<file path="src/design/isfb_pkg.sv">
// ----------------------------------------------------------------------------
// isfb_pkg
// Shared types, constants and the frame byte layout function for the IMU
// sample frame builder.
// ----------------------------------------------------------------------------
package isfb_pkg;

   localparam int FRAME_LEN    = 32;
   localparam int BYTE_IDX_W   = $clog2(FRAME_LEN);
   localparam int SENSOR_WORDS = 6;
   localparam int WORD_W       = 32;
   localparam int TEMP_W       = 16;
   localparam int COUNTER_W    = 16;
   localparam int SUM_FIRST    = 2;
   localparam int SUM_COUNT    = 29;
   localparam int SUM_LAST     = SUM_FIRST + SUM_COUNT - 1;
   localparam int WORD_BASE    = 5;
   localparam int TEMP_BASE    = WORD_BASE + 4 * SENSOR_WORDS;

   localparam logic [7:0] HEADER_0   = 8'h55;
   localparam logic [7:0] HEADER_1   = 8'hAA;
   localparam logic [7:0] FRAME_TYPE = 8'h01;

   localparam int QUEUE_DEPTH = 2;
   localparam int QUEUE_PTR_W = (QUEUE_DEPTH > 1) ? $clog2(QUEUE_DEPTH) : 1;
   localparam int QUEUE_CNT_W = $clog2(QUEUE_DEPTH + 1);

   localparam logic [BYTE_IDX_W-1:0] IDX_LAST      = BYTE_IDX_W'(FRAME_LEN - 1);
   localparam logic [BYTE_IDX_W-1:0] IDX_SUM_FIRST = BYTE_IDX_W'(SUM_FIRST);
   localparam logic [BYTE_IDX_W-1:0] IDX_SUM_LAST  = BYTE_IDX_W'(SUM_LAST);

   typedef struct packed {
      logic [COUNTER_W-1:0]                counter;
      logic [TEMP_W-1:0]                   temperature;
      logic [SENSOR_WORDS-1:0][WORD_W-1:0] words;
   } sample_record_type;

   typedef struct packed {
      logic full;
      logic not_empty;
   } queue_status_type;

   function automatic logic [7:0] frame_byte_at(
      input sample_record_type       rec,
      input logic [BYTE_IDX_W-1:0]   idx,
      input logic [7:0]              sum
   );
      logic [FRAME_LEN-1:0][7:0] f;
      f[0] = HEADER_0;
      f[1] = HEADER_1;
      f[2] = FRAME_TYPE;
      f[3] = rec.counter[7:0];
      f[4] = rec.counter[15:8];
      for (int k = 0; k < SENSOR_WORDS; k++) begin
         for (int j = 0; j < 4; j++) begin
            f[WORD_BASE + 4 * k + j] = rec.words[k][8 * j +: 8];
         end
      end
      f[TEMP_BASE]     = rec.temperature[7:0];
      f[TEMP_BASE + 1] = rec.temperature[15:8];
      f[FRAME_LEN - 1] = sum;
      return f[idx];
   endfunction

endpackage

</file>
<file path="src/design/isfb_front.sv">
// ----------------------------------------------------------------------------
// isfb_front
// Accepts sample sets, stamps each with the frame counter and pushes the
// record into the frame queue.
// ----------------------------------------------------------------------------
module isfb_front (
   input  logic                         clock,
   input  logic                         reset,
   input  logic                         req_valid,
   output logic                         req_stall,
   input  logic [31:0]                  req_gyro_x_bits,
   input  logic [31:0]                  req_gyro_y_bits,
   input  logic [31:0]                  req_gyro_z_bits,
   input  logic [31:0]                  req_accel_x_bits,
   input  logic [31:0]                  req_accel_y_bits,
   input  logic [31:0]                  req_accel_z_bits,
   input  logic signed [15:0]           req_temperature,
   input  isfb_pkg::queue_status_type   q_status,
   output logic                         q_push,
   output isfb_pkg::sample_record_type  q_wr_rec
);
   import isfb_pkg::*;

   logic [COUNTER_W-1:0] counter_ff;
   logic [COUNTER_W-1:0] counter_in;

   assign req_stall = q_status.full;
   assign q_push    = req_valid && !q_status.full;

   always_comb begin
      q_wr_rec.counter     = counter_ff;
      q_wr_rec.temperature = req_temperature;
      q_wr_rec.words[0]    = req_gyro_x_bits;
      q_wr_rec.words[1]    = req_gyro_y_bits;
      q_wr_rec.words[2]    = req_gyro_z_bits;
      q_wr_rec.words[3]    = req_accel_x_bits;
      q_wr_rec.words[4]    = req_accel_y_bits;
      q_wr_rec.words[5]    = req_accel_z_bits;
   end

   assign counter_in = q_push ? counter_ff + COUNTER_W'(1) : counter_ff;

   always_ff @(posedge clock) begin
      if (reset) begin
         counter_ff <= '0;
      end else begin
         counter_ff <= counter_in;
      end
   end

endmodule

</file>
<file path="src/design/isfb_queue.sv">
// ----------------------------------------------------------------------------
// isfb_queue
// Short record queue between the accept side and the serializer.
// ----------------------------------------------------------------------------
module isfb_queue (
   input  logic                         clock,
   input  logic                         reset,
   input  logic                         q_push,
   input  isfb_pkg::sample_record_type  q_wr_rec,
   input  logic                         q_pop,
   output isfb_pkg::sample_record_type  q_rd_rec,
   output isfb_pkg::queue_status_type   q_status
);
   import isfb_pkg::*;

   localparam logic [QUEUE_PTR_W-1:0] PTR_LAST = QUEUE_PTR_W'(QUEUE_DEPTH - 1);
   localparam logic [QUEUE_CNT_W-1:0] CNT_FULL = QUEUE_CNT_W'(QUEUE_DEPTH);

   sample_record_type          mem_ff [QUEUE_DEPTH];
   logic [QUEUE_PTR_W-1:0]     wr_ptr_ff, wr_ptr_in;
   logic [QUEUE_PTR_W-1:0]     rd_ptr_ff, rd_ptr_in;
   logic [QUEUE_CNT_W-1:0]     count_ff, count_in;

   assign q_status.full      = (count_ff == CNT_FULL);
   assign q_status.not_empty = (count_ff != '0);
   assign q_rd_rec           = mem_ff[rd_ptr_ff];

   always_comb begin
      wr_ptr_in = wr_ptr_ff;
      rd_ptr_in = rd_ptr_ff;
      if (q_push) begin
         wr_ptr_in = (wr_ptr_ff == PTR_LAST) ? '0 : wr_ptr_ff + QUEUE_PTR_W'(1);
      end
      if (q_pop) begin
         rd_ptr_in = (rd_ptr_ff == PTR_LAST) ? '0 : rd_ptr_ff + QUEUE_PTR_W'(1);
      end
      case ({q_push, q_pop})
         2'b10:   count_in = count_ff + QUEUE_CNT_W'(1);
         2'b01:   count_in = count_ff - QUEUE_CNT_W'(1);
         default: count_in = count_ff;
      endcase
   end

   always_ff @(posedge clock) begin
      if (reset) begin
         wr_ptr_ff <= '0;
         rd_ptr_ff <= '0;
         count_ff  <= '0;
      end else begin
         wr_ptr_ff <= wr_ptr_in;
         rd_ptr_ff <= rd_ptr_in;
         count_ff  <= count_in;
      end
   end

   always_ff @(posedge clock) begin
      if (q_push) begin
         mem_ff[wr_ptr_ff] <= q_wr_rec;
      end
   end

endmodule

</file>
<file path="src/design/isfb_back.sv">
// ----------------------------------------------------------------------------
// isfb_back
// Frame serializer: walks the head record byte by byte, accumulates the
// checksum and drives the registered result channel.
// ----------------------------------------------------------------------------
module isfb_back (
   input  logic                         clock,
   input  logic                         reset,
   input  isfb_pkg::sample_record_type  q_rd_rec,
   input  isfb_pkg::queue_status_type   q_status,
   output logic                         q_pop,
   output logic                         rsp_valid,
   input  logic                         rsp_stall,
   output logic [7:0]                   rsp_frame_byte,
   output logic                         rsp_last_byte
);
   import isfb_pkg::*;

   logic [BYTE_IDX_W-1:0] idx_ff, idx_in;
   logic [7:0]            sum_ff, sum_in;
   logic                  rsp_valid_ff, rsp_valid_in;
   logic [7:0]            rsp_frame_byte_ff, rsp_frame_byte_in;
   logic                  rsp_last_byte_ff, rsp_last_byte_in;
   logic                  advance;
   logic                  emit;
   logic [7:0]            cur_byte;

   assign advance  = !rsp_valid_ff || !rsp_stall;
   assign emit     = advance && q_status.not_empty;
   assign q_pop    = emit && (idx_ff == IDX_LAST);
   assign cur_byte = frame_byte_at(q_rd_rec, idx_ff, sum_ff);

   always_comb begin
      idx_in            = idx_ff;
      sum_in            = sum_ff;
      rsp_valid_in      = rsp_valid_ff;
      rsp_frame_byte_in = rsp_frame_byte_ff;
      rsp_last_byte_in  = rsp_last_byte_ff;
      if (advance) begin
         rsp_valid_in = emit;
      end
      if (emit) begin
         rsp_frame_byte_in = cur_byte;
         rsp_last_byte_in  = (idx_ff == IDX_LAST);
         if (idx_ff == IDX_LAST) begin
            idx_in = '0;
            sum_in = '0;
         end else begin
            idx_in = idx_ff + BYTE_IDX_W'(1);
            if (idx_ff >= IDX_SUM_FIRST && idx_ff <= IDX_SUM_LAST) begin
               sum_in = sum_ff + cur_byte;
            end
         end
      end
   end

   always_ff @(posedge clock) begin
      if (reset) begin
         idx_ff       <= '0;
         sum_ff       <= '0;
         rsp_valid_ff <= 1'b0;
      end else begin
         idx_ff       <= idx_in;
         sum_ff       <= sum_in;
         rsp_valid_ff <= rsp_valid_in;
      end
   end

   always_ff @(posedge clock) begin
      rsp_frame_byte_ff <= rsp_frame_byte_in;
      rsp_last_byte_ff  <= rsp_last_byte_in;
   end

   assign rsp_valid      = rsp_valid_ff;
   assign rsp_frame_byte = rsp_frame_byte_ff;
   assign rsp_last_byte  = rsp_last_byte_ff;

endmodule

</file>
<file path="src/design/imu_sample_frame_builder.sv">
// ----------------------------------------------------------------------------
// imu_sample_frame_builder
// Turns each IMU sample set into a 32-byte serial frame with header, counter,
// sensor words, temperature and additive checksum.
// ----------------------------------------------------------------------------
// The input record is registered in the queue, then the first frame byte in
// the result register. The byte serializer emits one frame byte per cycle
// while rsp_stall is low; a two-entry queue lets input transfers overlap.
// Reset: synchronous; clears frame counter to 0, empties the queue and
// drops the result valid.
// ----------------------------------------------------------------------------
module imu_sample_frame_builder (
   input  logic               clock,
   input  logic               reset,
   input  logic               req_valid,
   output logic               req_stall,
   input  logic [31:0]        req_gyro_x_bits,
   input  logic [31:0]        req_gyro_y_bits,
   input  logic [31:0]        req_gyro_z_bits,
   input  logic [31:0]        req_accel_x_bits,
   input  logic [31:0]        req_accel_y_bits,
   input  logic [31:0]        req_accel_z_bits,
   input  logic signed [15:0] req_temperature,
   output logic               rsp_valid,
   input  logic               rsp_stall,
   output logic [7:0]         rsp_frame_byte,
   output logic               rsp_last_byte
);
   import isfb_pkg::*;

   queue_status_type  q_status;
   logic              q_push;
   logic              q_pop;
   sample_record_type q_wr_rec;
   sample_record_type q_rd_rec;

   isfb_front u_front (
      .clock            (clock),
      .reset            (reset),
      .req_valid        (req_valid),
      .req_stall        (req_stall),
      .req_gyro_x_bits  (req_gyro_x_bits),
      .req_gyro_y_bits  (req_gyro_y_bits),
      .req_gyro_z_bits  (req_gyro_z_bits),
      .req_accel_x_bits (req_accel_x_bits),
      .req_accel_y_bits (req_accel_y_bits),
      .req_accel_z_bits (req_accel_z_bits),
      .req_temperature  (req_temperature),
      .q_status         (q_status),
      .q_push           (q_push),
      .q_wr_rec         (q_wr_rec)
   );

   isfb_queue u_queue (
      .clock    (clock),
      .reset    (reset),
      .q_push   (q_push),
      .q_wr_rec (q_wr_rec),
      .q_pop    (q_pop),
      .q_rd_rec (q_rd_rec),
      .q_status (q_status)
   );

   isfb_back u_back (
      .clock          (clock),
      .reset          (reset),
      .q_rd_rec       (q_rd_rec),
      .q_status       (q_status),
      .q_pop          (q_pop),
      .rsp_valid      (rsp_valid),
      .rsp_stall      (rsp_stall),
      .rsp_frame_byte (rsp_frame_byte),
      .rsp_last_byte  (rsp_last_byte)
   );

endmodule

</file>
<file path="config.mk">
export PLATFORM = sky130hd
export DESIGN_NAME = imu_sample_frame_builder
export DESIGN_NICKNAME = d
export VERILOG_FILES = /design/src/design/isfb_pkg.sv /design/src/design/isfb_front.sv /design/src/design/isfb_queue.sv /design/src/design/isfb_back.sv /design/src/design/imu_sample_frame_builder.sv
export SDC_FILE = /design/constraint.sdc
export NUM_CORES = 1
export LEC_CHECK = 0
export BUFFER_PORTS_ARGS = -buffer_cell sky130_fd_sc_hd__buf_2
export CORE_MARGIN = 8
export CORE_UTILIZATION = 55
export CTS_BUF_LIST = sky130_fd_sc_hd__clkbuf_2
export DETAILED_ROUTE_END_ITERATION = 10
export HOLD_SLACK_MARGIN = 0.03
export MAX_ROUTING_LAYER = met4
export PLACE_DENSITY = 0.78
export SYNTH_ARGS = -nofsm -noshare
export SYNTH_HDL_FRONTEND = slang
export SYNTH_SLANG_ARGS = --single-unit
</file>
<file path="constraint.sdc">
create_clock -name clock -period 10.83 [get_ports clock]
set_input_delay 1.083 -clock clock [delete_from_list [all_inputs] [get_ports clock]]
set_output_delay 1.083 -clock clock [all_outputs]
set_load 0.02 [all_outputs]
</file>
Word-level counts from Yosys, hierarchy flattened
Memories as Yosys holds them, arrays and structs flattened. A register that Yosys moved wholly into a read port is not among the register bits.
Cells that the tools add are included.
{"block": "totals", "register_bits": 43, "ram_bits": 448, "out_inout_bits": 11, "n_memories": 1}
{"block": "op_classes", "add_sub_neg": 7, "order_cmp": 3, "eq_ne": 4, "muxes": 12, "n_reduce_logical": 12}
{"name": "u_queue.mem_ff", "depth": 2, "word_bits": 224, "read_ports": 1, "rd_clocked_by_memory_dff": 1, "wr": 1, "line_no": "isfb_queue.sv:19", "text": "sample_record_type mem_ff [QUEUE_DEPTH];"}
{"cell": "binary-select mux 8 bit (select 5 bit)", "count": 1}
{"cell": "2-to-1 mux 8 bit", "count": 3}
{"cell": "adder 16 x 1 -> 16 bit (second input constant)", "count": 1}
{"cell": "adder 8 bit", "count": 1}
{"cell": "less-than comparator 5 x 6 -> 1 bit (second input constant)", "count": 1}
{"cell": "2-to-1 mux 1 bit", "count": 6}
{"cell": "nonzero test 2 bit", "count": 3}
{"cell": "adder 5 x 1 -> 5 bit (second input constant)", "count": 1}
{"cell": "== test 5 bit (second input constant)", "count": 1}
{"cell": "greater-or-equal comparator 5 x 2 -> 1 bit (second input constant)", "count": 1}
{"cell": "less-or-equal comparator 5 bit (second input constant)", "count": 1}
{"cell": "2-to-1 mux 5 bit", "count": 1}
{"cell": "== test 2 bit (second input constant)", "count": 2}
{"cell": "logical AND 1 bit", "count": 4}
{"cell": "case mux 2 bit (2 select lines)", "count": 1}
{"cell": "logical NOT 1 bit", "count": 3}
{"cell": "adder 1 bit (second input constant)", "count": 2}
{"cell": "adder 2 x 1 -> 2 bit (second input constant)", "count": 1}
{"cell": "== test 2 x 1 -> 1 bit (second input constant)", "count": 1}
{"cell": "AND reduction 2 bit", "count": 1}
{"cell": "subtractor 2 x 1 -> 2 bit (second input constant)", "count": 1}
{"cell": "logical OR 1 bit", "count": 1}

Longest topological paths before layout
{"block": "logic_depth", "ltp_word": 6, "depth_mapped": 21}

By module
Synthesis repeated with hierarchy kept, for this count alone.
{"block": "unflattened", "cells_unflattened": 1271, "hier_area_um2": 22441.5}
{"mod": "isfb_queue", "n_inst": 1, "cells_each": 719, "area_per_inst_um2": 17026.3, "seq_area_each_um2": 13553.0}
{"mod": "isfb_back", "n_inst": 1, "cells_each": 265, "area_per_inst_um2": 3120.5, "seq_area_each_um2": 550.5}
{"mod": "isfb_front", "n_inst": 1, "cells_each": 287, "area_per_inst_um2": 2294.7, "seq_area_each_um2": 320.3}

Least setup slack after synthesis
No wires, ideal clock.
{"block": "synth_path", "path_type": "input to register", "from": "input req_valid", "to": "memory u_queue.mem_ff[0][0] (netlist bit) (enable)", "setup_ps": 812, "arrival_ps": 10736, "required_ps": 10019, "path_slack_ps": -717, "path_stages": 4, "path_buffers": 1, "cell_sequence": "and2_1 buf_2 inv_1 nor2_1"}
{"block": "synth_between", "elab_chain_len": 3}
{"item": "start: declaration", "line_no": "imu_sample_frame_builder.sv:15", "text": "input logic req_valid,"}
{"item": "logical AND 1 bit", "line_no": "isfb_front.sv:28", "text": "assign q_push = req_valid && !q_status.full;"}
{"item": "2-to-1 mux 1 bit", "line_no": "isfb_queue.sv:57", "text": "if (q_push) begin"}
{"item": "2-to-1 mux 1 bit (implied by the code)", "line_no": "isfb_queue.sv:58", "text": "mem_ff[wr_ptr_ff] <= q_wr_rec;"}
{"item": "end: declaration", "line_no": "isfb_queue.sv:19"}
No other way between the ends.

==> run summary <==
Final setup vio count: 0
Avg WL per Cell: 22.7 um
Top cells by area, synth: edfxtp_1, mux4_2, dfxtp_1
Critical path's slowest cell: dfxtp_4
CTS root buf: clkbuf_2
Yosys top cell area share: 71.0%
Clock sink count: 492
Chip width: 203 um
Placed Instances: 1636
Slew @ Worst Pin: 1.11 ns
Die ar.: 41400 um2
CP cell instances: buf_4, mux4_2, mux4_2, o22ai_1, nor2_1, ha_1, a21o_1, a211oi_1, nor2_1, o41ai_1, o21ai_1, a21o_1, a31oi_1
Comb pwr share: 9.9%
Post-synth top flop: edfxtp_1
Clock Latency Late Sink: 0.96 ns
Die H: 203 um
CTS tree: built
GRT Util Overall: 20.4%
GP Congestion: 0.803
Largest net degree at the start of global routing: 83
Cts hold-fix bufs: 0
Clock power frac: 29.3%
Min-delay src: req_gyro_x_bits[5]
PwrDens: 173 nW/um2
Distinct cells, synth: 52
Final Cycle Share: 46.7%
Setup TNS: 0 ns
EDFF count, synth: 457
Ratio of cells with drive above 1 in the final layout: 37.8%
Post-route DRC: 0
Setup bufs post-CTS: 0
Clk slew on worst S/H paths: 0.10 ns
Initial antenna violation count: 5
Sequential area share after synthesis: 74.7%
Sw Share: 24.8%
Fin nets: 1523
Pint: 2830 uW
Antenna viol nets, final: 0
Cts repair resizes: 0
YS warnings: 0
Status: completed
Worst vdd ir: 0.000103 V
Fmax: 0.198 GHz
Post-synthesis area per instance: 19.3 um2
Syn_nets: 1225
P_leak: 0.00769 uW
Crit path required time: 11.67 ns
Global-route wire length before repair: 62300 um
Core area: 34500 um2
CP bufs+invs: 1
Mapped Cells: 1001
Grt total ovfl: 0
FF+latch count, synth: 492
Hold Violations, Final: 0
Final Slew Violations: 0
Area growth, synth to finish: 12.7%
CTS Buffer Depth: 3
# rows: 68
I/O pin count: 223
Via count: 10500
Ys async rst share: 0%
Max Clock Skew: 0.0912 ns
WL final: 41400 um
Port bufs: 222
DR iter-0 viols: 798
DR vias/cell: 5.72
Number of global-route vias before repair: 11100
Crit Path Max Fanout: 52
Worst setup EP type: flip-flop
Synthesized cell area: 19300 um2
Max incr delay on CP: 0.97 ns
Hold Path Class: input port to flip-flop
Critical Path AT: 5.90 ns
Fillers: 2536
Crit path max-delay family: compound AO/OA/AOI/OAI gates
Cell taking the most area after synthesis: edfxtp_1
CTS H-Tree Depth: 3
Worst slew margin: 25.8%
NetSw: 933 uW
RSZ-0062 raised after global routing: false
Crit path launch type: flip-flop
Num CTS Buffers: 116
MaxCap Viol Count: 0
First drt pass iteration count: 5
Final worst path period need: 5.06 ns
Reg power frac: 60.8%
Starting Density: 55.9%
WS Path Type: flip-flop to flip-flop
Post-DP HPWL: 26800 um
Layout Cells excl Fill: 1826
power by group through the flow:
stage	combinational, uW	clock [uW]	sequential, uW
4_1_cts	377	1150	2290
6_report	372	1110	2290
3_5_place_dp	376	0	2330
3_3_place_gp	367	0	2330
5_1_grt	404	1230	2300
2_1_floorplan	241	0	2340
flip-flops by register name, indices dropped and copies added, names as in the netlist, named ones only:
signal,count
u_queue.mem_ff,448
u_front.counter_ff,16
u_back.rsp_frame_byte,8
u_back.sum_ff,8
u_back.idx_ff,5
u_queue.count_ff,2
u_back.rsp_last_byte,1
u_back.rsp_valid,1
u_queue.rd_ptr_ff,1
u_queue.wr_ptr_ff,1
final cells by class:
cell class / count / area (um2) / area share [%]
multi-input combinational: 447 / 4570 / 21.0
tap: 455 / 569 / 2.61
clock buffer: 162 / 811 / 3.72
sequential: 492 / 14400 / 66.3
inverter: 7 / 26.3 / 0.121
clock inverter: 23 / 141 / 0.649
antenna: 5 / 12.5 / 0.0575
timing repair buffer: 235 / 1210 / 5.55
worst reg2reg max path: stages, from the launching register on:
cell and delay, ns:
dfxtp_4 0.97, buf_4 0.87, mux4_2 0.65, mux4_2 0.51, o22ai_1 0.17, nor2_1 0.12, ha_1 0.31, a21o_1 0.17
a211oi_1 0.23, nor2_1 0.09, o41ai_1 0.35, o21ai_1 0.16, a21o_1 0.20, a31oi_1 0.15
metal layers:
| metal | vias to the layer above | GRT usage (%) | share of wire (%) |
|---|---|---|---|
| met5 | - | - | 0 |
| met4 | 0 | 6.84 | 2.1 |
| met3 | 68 | 5.03 | 6.6 |
| met2 | 425 | 32.0 | 50 |
| met1 | 5234 | 26.0 | 41 |
| li1 | 4723 | - | - |
cell usage after synthesis, types with 2 or more instances:
master and n:
xor2_1 10, a31oi_1 6, nor2b_1 3, mux4_2 98, buf_2 12, buf_4 7, buf_1 5, nor4_1 2
nand3b_1 5, o22ai_1 9, mux2_2 5, a21o_1 6, xnor2_1 11, or3_1 6, nand3_1 9, a211oi_1 3
o21ai_0 14, dfxtp_1 35, nand2_1 45, nand2b_1 5, a21oi_1 38, edfxtp_1 457, o311a_1 2, clkbuf_1 23
buf_6 7, nand4_1 5, o21ai_1 7, nor2_1 42, inv_1 6, ha_1 11, nor3_1 9, and3_1 6
and2_1 3, o221ai_1 12, mux2i_1 55, a22oi_1 6
worst paths after layout:
path | to | slack, ns | cells after the start
max | u_back.sum_ff[7]$_SDFFE_PP0P_ | 5.77 | 13
min | u_queue.mem_ff[0][5]$_DFFE_PP_ | 0.31 | 1
max reg2reg | u_back.sum_ff[7]$_SDFFE_PP0P_ | 5.77 | 13
min reg2reg | flip-flop | 0.48 | 2
logic make-up after synthesis:
family	share of synthesized area [%]
adders and majority gates	0.816
DFF	74.7
xor gates and xnor gates	0.952
and+or+nand+nor	3.50
AOI/OAI and AO/OA	3.56
buffers and inverters	1.75
muxes	14.8
metrics by stage:
step	area [um2]	power (uW)	setup slack, ns	util [%]	hold slack, ns
floorplan	19300	2580	3.08	-	0.445
global placement	20800	2690	5.79	60.2	0.456
detailed placement	20800	2710	5.79	60.2	0.478
CTS	21800	3810	5.69	63.0	0.175
global route	21800	3940	5.30	63.0	0.196
finish	21800	3770	5.77	63.0	0.310
placed cells by master, fill, tap and decap left out, types with 7 or more instances in the layout:
| cell | count |
|---|---|
| clkinv_1 | 16 |
| xor2_1 | 10 |
| xnor2_1 | 11 |
| mux4_2 | 98 |
| nor3_1 | 9 |
| nand2_1 | 45 |
| mux2i_1 | 55 |
| clkbuf_2 | 162 |
| o22ai_1 | 9 |
| ha_1 | 11 |
| nand3_1 | 9 |
| dfxtp_1 | 31 |
| o21ai_0 | 14 |
| o21ai_1 | 7 |
| nor2_1 | 41 |
| edfxtp_1 | 457 |
| a21oi_1 | 38 |
| buf_4 | 13 |
| buf_2 | 222 |
| o221ai_1 | 12 |
(Power assumes the default switching activity.)
